`src/hdl/ffla_pkg.sv`:
```
// Package for the first-fit lifetime aliasing unit: sizes, field widths,
// result struct and the slot clamp. No dependencies.
`timescale 1ns / 1ps

package ffla_pkg;

    localparam int MAX_BLOCKS = 16;
    localparam int MAX_SLOTS  = 1024;

    localparam int BYTES_W = 32;
    localparam int SLOT_W  = 10;
    localparam int IDX_W   = $clog2(MAX_BLOCKS);
    localparam int CNT_W   = $clog2(MAX_BLOCKS + 1);
    localparam int ENTRY_W = BYTES_W + SLOT_W;
    localparam int BIDX_W  = 4;

    localparam int IN_W  = 56;
    localparam int OUT_W = 16;

    // Result fields, block_index in the low bits.
    typedef struct packed {
        logic [CNT_W-1:0]  blocks_in_use;
        logic              table_full;
        logic              reused;
        logic              assigned;
        logic [BIDX_W-1:0] block_index;
    } res_t;

    localparam int RES_W = $bits(res_t);

    function automatic logic [SLOT_W-1:0] clamp_slot(input logic [SLOT_W-1:0] v);
        logic [SLOT_W-1:0] r;
        r = v;
        if (int'(v) >= MAX_SLOTS) begin
            r = SLOT_W'(MAX_SLOTS - 1);
        end
        return r;
    endfunction

endpackage

```
`src/hdl/first_fit_lifetime_aliasing_unit.sv`:
```
// First-fit lifetime aliasing unit: top level with the scan sequencer.
// Uses ffla_pkg, ffla_ram (block table) and ffla_cmp (fit test).
//
// Each resource transaction is placed onto a table of up to 16 physical
// blocks. The first block (lowest index) that is free before the resource's
// first use and large enough is reused; otherwise a new block of exactly the
// requested size is appended, or table_full is reported when all 16 are taken.
// A frame_start bit empties the table first. Resources that are not both
// transient and used are passed over unassigned, with only blocks_in_use set.
// One result transaction comes out for every input transaction. The table is
// read one entry per cycle through its single registered read port into one
// compare unit.
// s_tready is high only while the sequencer is idle; a finished result waits
// in the output register without holding off the next input transaction.
`timescale 1ns / 1ps

module first_fit_lifetime_aliasing_unit (
    input  logic                         aclk,
    input  logic                         aresetn,
    input  logic                         s_tvalid,
    output logic                         s_tready,
    // [0] frame_start, [32:1] alloc_bytes, [42:33] first_use,
    // [52:43] last_use, [53] transient, [54] used, [55] zero
    input  logic [ffla_pkg::IN_W-1:0]    s_tdata,
    output logic                         m_tvalid,
    input  logic                         m_tready,
    // [3:0] block_index, [4] assigned, [5] reused, [6] table_full,
    // [11:7] blocks_in_use, [15:12] zero
    output logic [ffla_pkg::OUT_W-1:0]   m_tdata
);
    import ffla_pkg::*;

    localparam logic [1:0] ST_IDLE   = 2'd0;
    localparam logic [1:0] ST_SCAN   = 2'd1;
    localparam logic [1:0] ST_APPEND = 2'd2;
    localparam logic [1:0] ST_DONE   = 2'd3;

    logic [1:0]         state_reg, state_next;
    logic [IDX_W-1:0]   chk_idx_reg, chk_idx_next;
    logic [CNT_W-1:0]   count_reg, count_next;
    logic [BYTES_W-1:0] need_reg, need_next;
    logic [SLOT_W-1:0]  first_reg, first_next;
    logic [SLOT_W-1:0]  last_reg, last_next;
    res_t               res_reg, res_next;
    res_t               out_reg, out_next;
    logic               m_valid_reg, m_valid_next;

    // input fields
    logic               in_frame_start;
    logic [BYTES_W-1:0] in_bytes;
    logic [SLOT_W-1:0]  in_first;
    logic [SLOT_W-1:0]  in_last;
    logic               in_transient;
    logic               in_used;
    logic [CNT_W-1:0]   in_count;

    // table port
    logic               ram_we;
    logic [IDX_W-1:0]   ram_waddr;
    logic [ENTRY_W-1:0] ram_wdata;
    logic [IDX_W-1:0]   ram_raddr;
    logic [ENTRY_W-1:0] ram_rdata;
    logic               fit;

    logic               s_fire;
    logic               out_load;

    assign in_frame_start = s_tdata[0];
    assign in_bytes       = s_tdata[32:1];
    assign in_first       = clamp_slot(s_tdata[42:33]);
    assign in_last        = clamp_slot(s_tdata[52:43]);
    assign in_transient   = s_tdata[53];
    assign in_used        = s_tdata[54];
    assign in_count       = in_frame_start ? '0 : count_reg;

    assign s_tready = (state_reg == ST_IDLE);
    assign s_fire   = s_tvalid && s_tready;
    assign out_load = (state_reg == ST_DONE) && (!m_valid_reg || m_tready);

    // Read ahead: entry 0 on accept, then the entry after the one under test.
    assign ram_raddr = (state_reg == ST_IDLE) ? '0 : chk_idx_reg + IDX_W'(1);

    ffla_ram #(
        .WIDTH (ENTRY_W),
        .DEPTH (MAX_BLOCKS)
    ) u_table (
        .clk   (aclk),
        .we    (ram_we),
        .waddr (ram_waddr),
        .wdata (ram_wdata),
        .raddr (ram_raddr),
        .rdata (ram_rdata)
    );

    ffla_cmp u_cmp (
        .entry     (ram_rdata),
        .first_use (first_reg),
        .need      (need_reg),
        .fit       (fit)
    );

    always_comb begin
        state_next   = state_reg;
        chk_idx_next = chk_idx_reg;
        count_next   = count_reg;
        need_next    = need_reg;
        first_next   = first_reg;
        last_next    = last_reg;
        res_next     = res_reg;
        out_next     = out_reg;
        m_valid_next = m_valid_reg;
        ram_we       = 1'b0;
        ram_waddr    = chk_idx_reg;
        ram_wdata    = {need_reg, last_reg};

        if (m_valid_reg && m_tready) begin
            m_valid_next = 1'b0;
        end

        unique case (state_reg)
            ST_IDLE: begin
                if (s_fire) begin
                    need_next    = in_bytes;
                    first_next   = in_first;
                    last_next    = in_last;
                    count_next   = in_count;
                    chk_idx_next = '0;
                    if (in_transient && in_used) begin
                        state_next = (in_count == '0) ? ST_APPEND : ST_SCAN;
                    end else begin
                        res_next               = '0;
                        res_next.blocks_in_use = in_count;
                        state_next             = ST_DONE;
                    end
                end
            end
            ST_SCAN: begin
                if (fit) begin
                    // reuse: keep the block size, move its free slot
                    ram_we                 = 1'b1;
                    ram_waddr              = chk_idx_reg;
                    ram_wdata              = {ram_rdata[ENTRY_W-1:SLOT_W], last_reg};
                    res_next               = '0;
                    res_next.block_index   = BIDX_W'(chk_idx_reg);
                    res_next.assigned      = 1'b1;
                    res_next.reused        = 1'b1;
                    res_next.blocks_in_use = count_reg;
                    state_next             = ST_DONE;
                end else if (CNT_W'(chk_idx_reg) + CNT_W'(1) == count_reg) begin
                    state_next = ST_APPEND;
                end else begin
                    chk_idx_next = chk_idx_reg + IDX_W'(1);
                end
            end
            ST_APPEND: begin
                res_next = '0;
                if (count_reg == CNT_W'(MAX_BLOCKS)) begin
                    res_next.table_full    = 1'b1;
                    res_next.blocks_in_use = count_reg;
                end else begin
                    ram_we                 = 1'b1;
                    ram_waddr              = count_reg[IDX_W-1:0];
                    ram_wdata              = {need_reg, last_reg};
                    count_next             = count_reg + CNT_W'(1);
                    res_next.block_index   = BIDX_W'(count_reg[IDX_W-1:0]);
                    res_next.assigned      = 1'b1;
                    res_next.blocks_in_use = count_reg + CNT_W'(1);
                end
                state_next = ST_DONE;
            end
            ST_DONE: begin
                if (out_load) begin
                    out_next     = res_reg;
                    m_valid_next = 1'b1;
                    state_next   = ST_IDLE;
                end
            end
            default: begin
                state_next = ST_IDLE;
            end
        endcase
    end

    always_ff @(posedge aclk) begin
        if (!aresetn) begin
            state_reg   <= ST_IDLE;
            count_reg   <= '0;
            m_valid_reg <= 1'b0;
        end else begin
            state_reg   <= state_next;
            count_reg   <= count_next;
            m_valid_reg <= m_valid_next;
        end
    end

    always_ff @(posedge aclk) begin
        chk_idx_reg <= chk_idx_next;
        need_reg    <= need_next;
        first_reg   <= first_next;
        last_reg    <= last_next;
        res_reg     <= res_next;
        out_reg     <= out_next;
    end

    assign m_tvalid = m_valid_reg;
    assign m_tdata  = {(OUT_W - RES_W)'(0), out_reg};

endmodule

```
`src/hdl/ffla_ram.sv`:
```
// Generic single-write, single-read RAM with registered read data.
// No dependencies.
`timescale 1ns / 1ps

module ffla_ram #(
    parameter int WIDTH = 8,
    parameter int DEPTH = 16
) (
    input  logic                     clk,
    input  logic                     we,
    input  logic [$clog2(DEPTH)-1:0] waddr,
    input  logic [WIDTH-1:0]         wdata,
    input  logic [$clog2(DEPTH)-1:0] raddr,
    output logic [WIDTH-1:0]         rdata
);

    logic [WIDTH-1:0] mem [DEPTH];
    logic [WIDTH-1:0] rdata_reg;

    always_ff @(posedge clk) begin
        if (we) begin
            mem[waddr] <= wdata;
        end
        rdata_reg <= mem[raddr];
    end

    assign rdata = rdata_reg;

endmodule

```
`src/hdl/ffla_cmp.sv`:
```
// Fit test: a table entry fits when it is free before the first use
// and holds at least the needed bytes. Uses ffla_pkg.
`timescale 1ns / 1ps

module ffla_cmp (
    input  logic [ffla_pkg::ENTRY_W-1:0] entry,
    input  logic [ffla_pkg::SLOT_W-1:0]  first_use,
    input  logic [ffla_pkg::BYTES_W-1:0] need,
    output logic                         fit
);
    import ffla_pkg::*;

    logic [BYTES_W-1:0] ent_bytes;
    logic [SLOT_W-1:0]  ent_free;

    assign ent_bytes = entry[ENTRY_W-1:SLOT_W];
    assign ent_free  = entry[SLOT_W-1:0];
    assign fit       = (ent_free < first_use) && (ent_bytes >= need);

endmodule

```
`config.mk`:
```
export PLATFORM = sky130hd
export DESIGN_NAME = first_fit_lifetime_aliasing_unit
export DESIGN_NICKNAME = d
export VERILOG_FILES = /design/src/hdl/ffla_pkg.sv /design/src/hdl/first_fit_lifetime_aliasing_unit.sv /design/src/hdl/ffla_ram.sv /design/src/hdl/ffla_cmp.sv
export SDC_FILE = /design/constraint.sdc
export NUM_CORES = 1
export LEC_CHECK = 0
export BUFFER_PORTS_ARGS = -buffer_cell sky130_fd_sc_hd__buf_2
export CAP_MARGIN = 20
export CORE_ASPECT_RATIO = 0.75
export CORE_MARGIN = 2
export CORE_UTILIZATION = 40
export CTS_BUF_LIST = sky130_fd_sc_hd__clkbuf_8
export DETAILED_ROUTE_END_ITERATION = 8
export GPL_TIMING_DRIVEN = 1
export PLACE_DENSITY_LB_ADDON = 0.15
export RECOVER_POWER = 100
export SYNTH_ARGS = -nofsm -noshare
export SYNTH_HDL_FRONTEND = slang
export SYNTH_SLANG_ARGS = --single-unit
```
`constraint.sdc`:
```
create_clock -name aclk -period 10.4 [get_ports aclk]
set_clock_uncertainty 0.05 [all_clocks]
set_input_delay 1.56 -clock aclk [delete_from_list [all_inputs] [get_ports aclk]]
set_output_delay 1.56 -clock aclk [all_outputs]
set_load 0.005 [all_outputs]
```
==> reports/qor.txt, run 1 <==
status: finished, violations left
failing checks: capacitance limit, slew limit
Tot GR Track Use: 17.9%
fin area: 35,800 µm²
max reg flops: 672
Final Cycle Share: 69.9%
CORE AREA: 79,100 µm²
row count: 89
DP Wirelength: 36.0 mm
Yosys reg bits: 802
htree depth: 3
area of the die: 82,500 µm²
Die H: 249 µm
R2R cell count: 6
Fillers: 6,927
max frequency: 138 MHz
Top FF cell, synth: edfxtp_1
Syn Std Cell Area: 32,100 µm²
Multi-input gate area: 7780 µm²
dpl cell area: 33,500 µm²
initial core utilization: 40.6%
syn_area_per_cell: 16.1 µm²
CP endpoint kind: register
post-CTS sizing: 0
CTS Hold Bufs: 0
Num Clock Sinks: 802
Max VDD drop: 0.000245 V
slew margin rel.: -214%
CTS Root Cell: clkbuf_8
FFs w/ async S/R, synth: 0%
wire per inst: 22.8 µm
Hold Slack: 0.372 ns
grt ovf: 0
initial antenna violation count: 1
Worst Path Required: 10.70 ns
type of the most critical hold path: register to register
crit path launch: chk_idx_reg[0]$_SDFFCE_PP0P_
Yosys cell types: 61
Layout Nets: 2,206
Crit Path Class: register to register
CTS tree: built
Max-Cap Viols: 35
Post-synth EDFFs: 752
setup slack, reg-to-reg: 3.13 ns
Worst-path clk slew: 0.06 ns
worst-margin pin slew: 4.71 ns
DR vias: 17,300
final wirelength: 73.9 mm
Worst setup SP type: register
CTS Buffer Depth: 3
DIE WIDTH: 331 µm
DR pass1 iterations: 5
Final ANT Viol Nets: 0
ranking of synthesized cells by area: edfxtp_1, mux2i_1, dfxtp_1
# port buffers: 72
share of the synthesized area in the top cell type: 70.4%
CP peak stage delay: 3.28 ns
endpoints failing setup: 0
Worst Path Max Fanout: 78
first-pass GRT wire length: 110 mm
Leak: 12.3 nW
Reg area: 23,600 µm²
Setup Total Neg Slack: 0 ns
drt first-iter violations: 1,172
Via-to-Cell Ratio: 5.33
largest net degree at the start of global routing: 158
I/O Pins: 78
synth-to-layout area growth: 11.4%
GPL Wtd Cong: 0.730
Pins Over Slew Limit: 725
Pwr per Cell Area: 278 nW/µm²
Residual DRC: 0
clk_lat worst skew: 0.74 ns
CP Cell Sequence: clkbuf_1 > inv_1 > or3_1 > o31ai_1 > and3b_1 > buf_4
worst reg2reg endpoint: u_table.mem[13][29]$_DFFE_PP_
Setup Buffers After CTS: 0
CTS buffer count: 120
layout cells sized above 1: 13.8%
minimum clock period: 7.27 ns
area leader, netlist: edfxtp_1
Arr. time, crit path: 7.57 ns
YS warnings: 0
CP Capture Point: u_table.mem[13][29]$_DFFE_PP_
final-report hold violation count: 0
Synth Instances: 1,993
RSZ-0062 raised after global routing: no
Seq/Total Area, Yosys: 73.5%
crit path max-delay cell type: clkbuf_1
reg2reg start: chk_idx_reg[0]$_SDFFCE_PP0P_
vias in the first global route: 17,400
PnR Total Power: 9.92 mW
-- final cells by class --
class | count | share of cell area, %
sequential | 802 | 66.0
tap | 1046 | 3.66
clock inverter | 84 | 1.11
clock buffer | 140 | 5.39
timing repair buffer | 103 | 1.59
multi-input combinational | 1018 | 21.7
antenna | 1 | 0.00700
inverter | 51 | 0.535
-- per-stage QoR --
stage	setup WS, ns	util, %	cells
after floorplan	3.73	-	1996
after global placement	5.26	42.4	3019
after detailed placement	5.21	42.4	3019
after CTS	5.18	45.3	3243
after global routing	2.73	45.2	3245
final	3.13	45.2	3245
-- critical path, delay by kind of cell (launching register included) --
kind / cells / cell delay, ns
flip-flops: 1 / 0.35
buffers and inverters: 3 / 4.92
AND/OR/NAND/NOR: 2 / 1.32
AO/OA/AOI/OAI: 1 / 0.12
-- synth_stat cells, drive strengths merged, types with 4 or more instances --
library cell  instances
edfxtp              752
nand2               216
mux2i               168
a211oi              128
nor2b                94
clkbuf               66
buf                  59
a21oi                58
inv                  51
dfxtp                50
ha                   50
o21ai                50
mux4                 44
a31oi                42
a311oi               41
nor2                 16
and2                 11
nand4                10
nand3                 9
a22oi                 8
nand2b                6
and3                  5
a21o                  4
nor3                  4
o221ai                4
-- layout by cell type, fill, tap and decap left out, types with 3 or more instances in the layout --
master and instances:
mux4_2 44, a21o_1 4, mux2i_1 168, o221ai_1 4
nand2_1 216, buf_4 17, edfxtp_1 752, a31oi_1 42
a311oi_1 41, nor2b_1 94, nor2_4 3, clkinv_2 12
conb_1 4, nor2_1 13, a211oi_1 127, ha_1 50
nor3_1 4, xnor2_1 3, xor2_1 3, inv_1 100
nand4_1 10, nand2b_1 4, and2_0 7, dfxtp_1 50
nand3_1 9, buf_2 68, a22oi_1 8, a22o_1 3
a21oi_1 58, o21ai_0 50, a21boi_0 3, and3_1 3
clkbuf_1 16, clkinv_1 18, o21a_1 3, clkbuf_8 140
-- where the power goes --
group | total (mW) | switching [mW] | internal (mW)
combinational | 3.23 | 2.08 | 1.15
clock | 2.46 | 1.19 | 1.27
sequential | 4.23 | 0.129 | 4.11
total | 9.92 | 3.40 | 6.53
-- worst min-delay path by stage --
stage	to	from	slack, ns	cells past startpoint
after detailed placement	m_tdata[10]$_DFFE_PP_	res_reg[10]$_DFFE_PP_	0.36	0
after global placement	m_tdata[10]$_DFFE_PP_	res_reg[10]$_DFFE_PP_	0.35	0
after CTS	m_tdata[10]$_DFFE_PP_	res_reg[10]$_DFFE_PP_	0.37	0
final	m_tdata[5]$_DFFE_PP_	res_reg[5]$_DFFE_PP_	0.37	0
after floorplan	m_tdata[0]$_DFFE_PP_	res_reg[0]$_DFFE_PP_	0.35	0
after global routing	m_tdata[10]$_DFFE_PP_	res_reg[10]$_DFFE_PP_	0.37	0
-- per-layer routing --
| metal | GRT usage, % | vias up | wire length, µm |
|---|---|---|---|
| met5 | 0 | - | 0 |
| met4 | 4.95 | 0 | 1600 |
| met3 | 3.48 | 134 | 3610 |
| met2 | 27.1 | 431 | 33600 |
| met1 | 26.2 | 8746 | 35100 |
| li1 | - | 7973 | - |
-- logic make-up (layout without fill, tap and decap cells) --
logic type / after synthesis / after routing / share of synthesized area, %
AO/OA/AOI/OAI: 361 / 361 / 7.88
XOR/XNOR: 6 / 6 / 0.164
adder cells (fa/ha/maj): 50 / 50 / 1.95
buffers and inverters: 176 / 378 / 2.43
flip-flops: 802 / 802 / 73.5
multiplexers: 214 / 214 / 8.41
other: 1 / 5 / 0.0117
AND/OR/NAND/NOR: 383 / 383 / 5.68
(Power assumes the default switching activity.)
==> run 2: changes to the inputs <==
- clock period: 10.4 -> 7.6 ns (I/O delays scaled with it)
==> run 2 against run 1 <==
  * The flow still finishes with violations (capacitance limit, slew limit)
  * Sequential power grew 37%
  * Non-clock buffer count grew 7
  * Hold slack worse by 0.0059 ns
  * Highest routed layer unchanged
  * Combinational power is 37% higher
==> reports/qor.txt, run 2 (synthesized netlist as in run 1, its figures left out) <==
status: finished, violations left
failing checks: capacitance limit, slew limit
I/O Pins: 78
commonest non-fill, non-tap cell in the layout: edfxtp_1
Tot GR Track Use: 18.2%
Final ANT Viol Nets: 0
CP endpoint kind: register
CP Buf/Inv Count: 2
Via-to-Cell Ratio: 5.33
Worst-path clk slew: 0.06 ns
family with the most delay on the worst path: simple AND/OR/NAND/NOR gates
crit path max-delay cell type: and3_1
Crit Path Class: register to register
DR vias: 17,300
RSZ-0062 raised after global routing: no
CORE AREA: 79,100 µm²
CTS Root Cell: clkbuf_8
first-pass GRT wire length: 110 mm
worst-margin pin slew: 4.46 ns
CP Cell Sequence: inv_1 > ha_1 > nand4_1 > nor4_1 > o31a_1 > o21ai_0 > o41ai_1 > and3_1 > buf_4
DP Wirelength: 36.7 mm
endpoints failing setup: 0
Worst Path Required: 7.94 ns
Hold Path Cell Cnt: 0
layout cells sized above 1: 14.4%
area of the die: 82,500 µm²
htree depth: 4
minimum clock period: 6.02 ns
Hold Slack: 0.366 ns
most frequent cells in the layout: edfxtp_1, nand2_1, mux2i_1
Residual DRC: 0
Num Clock Sinks: 802
Die H: 249 µm
vias in the first global route: 17,500
Max VDD drop: 0.000401 V
max frequency: 166 MHz
R2R cell count: 9
Final Cycle Share: 79.2%
max reg flops: 672
drt first-iter violations: 1,243
GPL Wtd Cong: 0.763
Pins Over Slew Limit: 711
post-CTS sizing: 0
Worst Path Max Fanout: 24
fin area: 35,900 µm²
dpl cell area: 33,500 µm²
synth-to-layout area growth: 11.8%
# port buffers: 72
initial core utilization: 40.6%
slew margin rel.: -197%
Max-Cap Viols: 29
Levels on crit path: 9
Leak: 12.3 nW
final-report hold violation count: 0
DIE WIDTH: 331 µm
Setup Total Neg Slack: 0 ns
grt ovf: 0
number of antenna diodes: 0
CTS buffer count: 132
Arr. time, crit path: 6.36 ns
Worst setup SP type: register
CTS Buffer Depth: 3
clk_lat worst skew: 0.77 ns
PnR Total Power: 13.7 mW
CTS Hold Bufs: 0
CTS tree: built
largest net degree at the start of global routing: 156
wire per inst: 22.9 µm
Setup Buffers After CTS: 0
Pwr per Cell Area: 382 nW/µm²
row count: 89
type of the most critical hold path: register to register
final wirelength: 74.5 mm
CP peak stage delay: 1.42 ns
Layout Nets: 2,225
initial antenna violation count: 0
DR pass1 iterations: 5
==> run 2: changes by cell type in the layout (fill, tap and decap cells not counted), sizes merged <==
| cell | previous run | this run |
|---|---|---|
| clkbuf | 156 | 171 |
| inv | 101 | 93 |
| clkinv | 31 | 35 |
| clkinvlp | 1 | 2 |
| diode | 1 | 0 |
==> run 2: report_power, final <==
group / internal, mW / switching [mW] / leakage [nW]
Sequential: 5.61 / 0.177 / 7.23
Combinational: 1.57 / 2.85 / 3.69
Clock: 1.84 / 1.66 / 1.41
==> run 2: worst paths after layout <==
check	start	end	slack (ns)
max	need_reg[31]$_DFFE_PP_	u_table.mem[4][6]$_DFFE_PP_	1.58
min	res_reg[9]$_DFFE_PP_	m_tdata[9]$_DFFE_PP_	0.37
max reg2reg	need_reg[31]$_DFFE_PP_	u_table.mem[4][6]$_DFFE_PP_	1.58
min reg2reg	res_reg[9]$_DFFE_PP_	m_tdata[9]$_DFFE_PP_	0.37
==> run 2: metrics by stage <==
stage / utilization [%] / setup WS [ns] / std cells
after floorplan: - / 0.926 / 1996
final: 45.4 / 1.58 / 3256
after detailed placement: 42.4 / 2.68 / 3018
after global routing: 45.4 / 1.27 / 3256
after global placement: 42.4 / 2.74 / 3018
after CTS: 45.5 / 2.66 / 3247
==> run 2: cell type report <==
cell class,count,area (µm²)
multi-input combinational,1018,7740
tap,1046,1310
inverter,51,191
clock inverter,81,385
timing repair buffer,110,646
fill,6901,43200
clock buffer,148,2040
sequential,802,23600
==> run 2: layer usage <==
layer  GRT usage (%)  vias to the layer above  wire [µm]
li1                -                     8008          -
met1            25.9                     8818      35200
met2            28.0                      406      34400
met3            3.60                      112       3460
met4            5.84                        0       1410
met5               0                        -          0
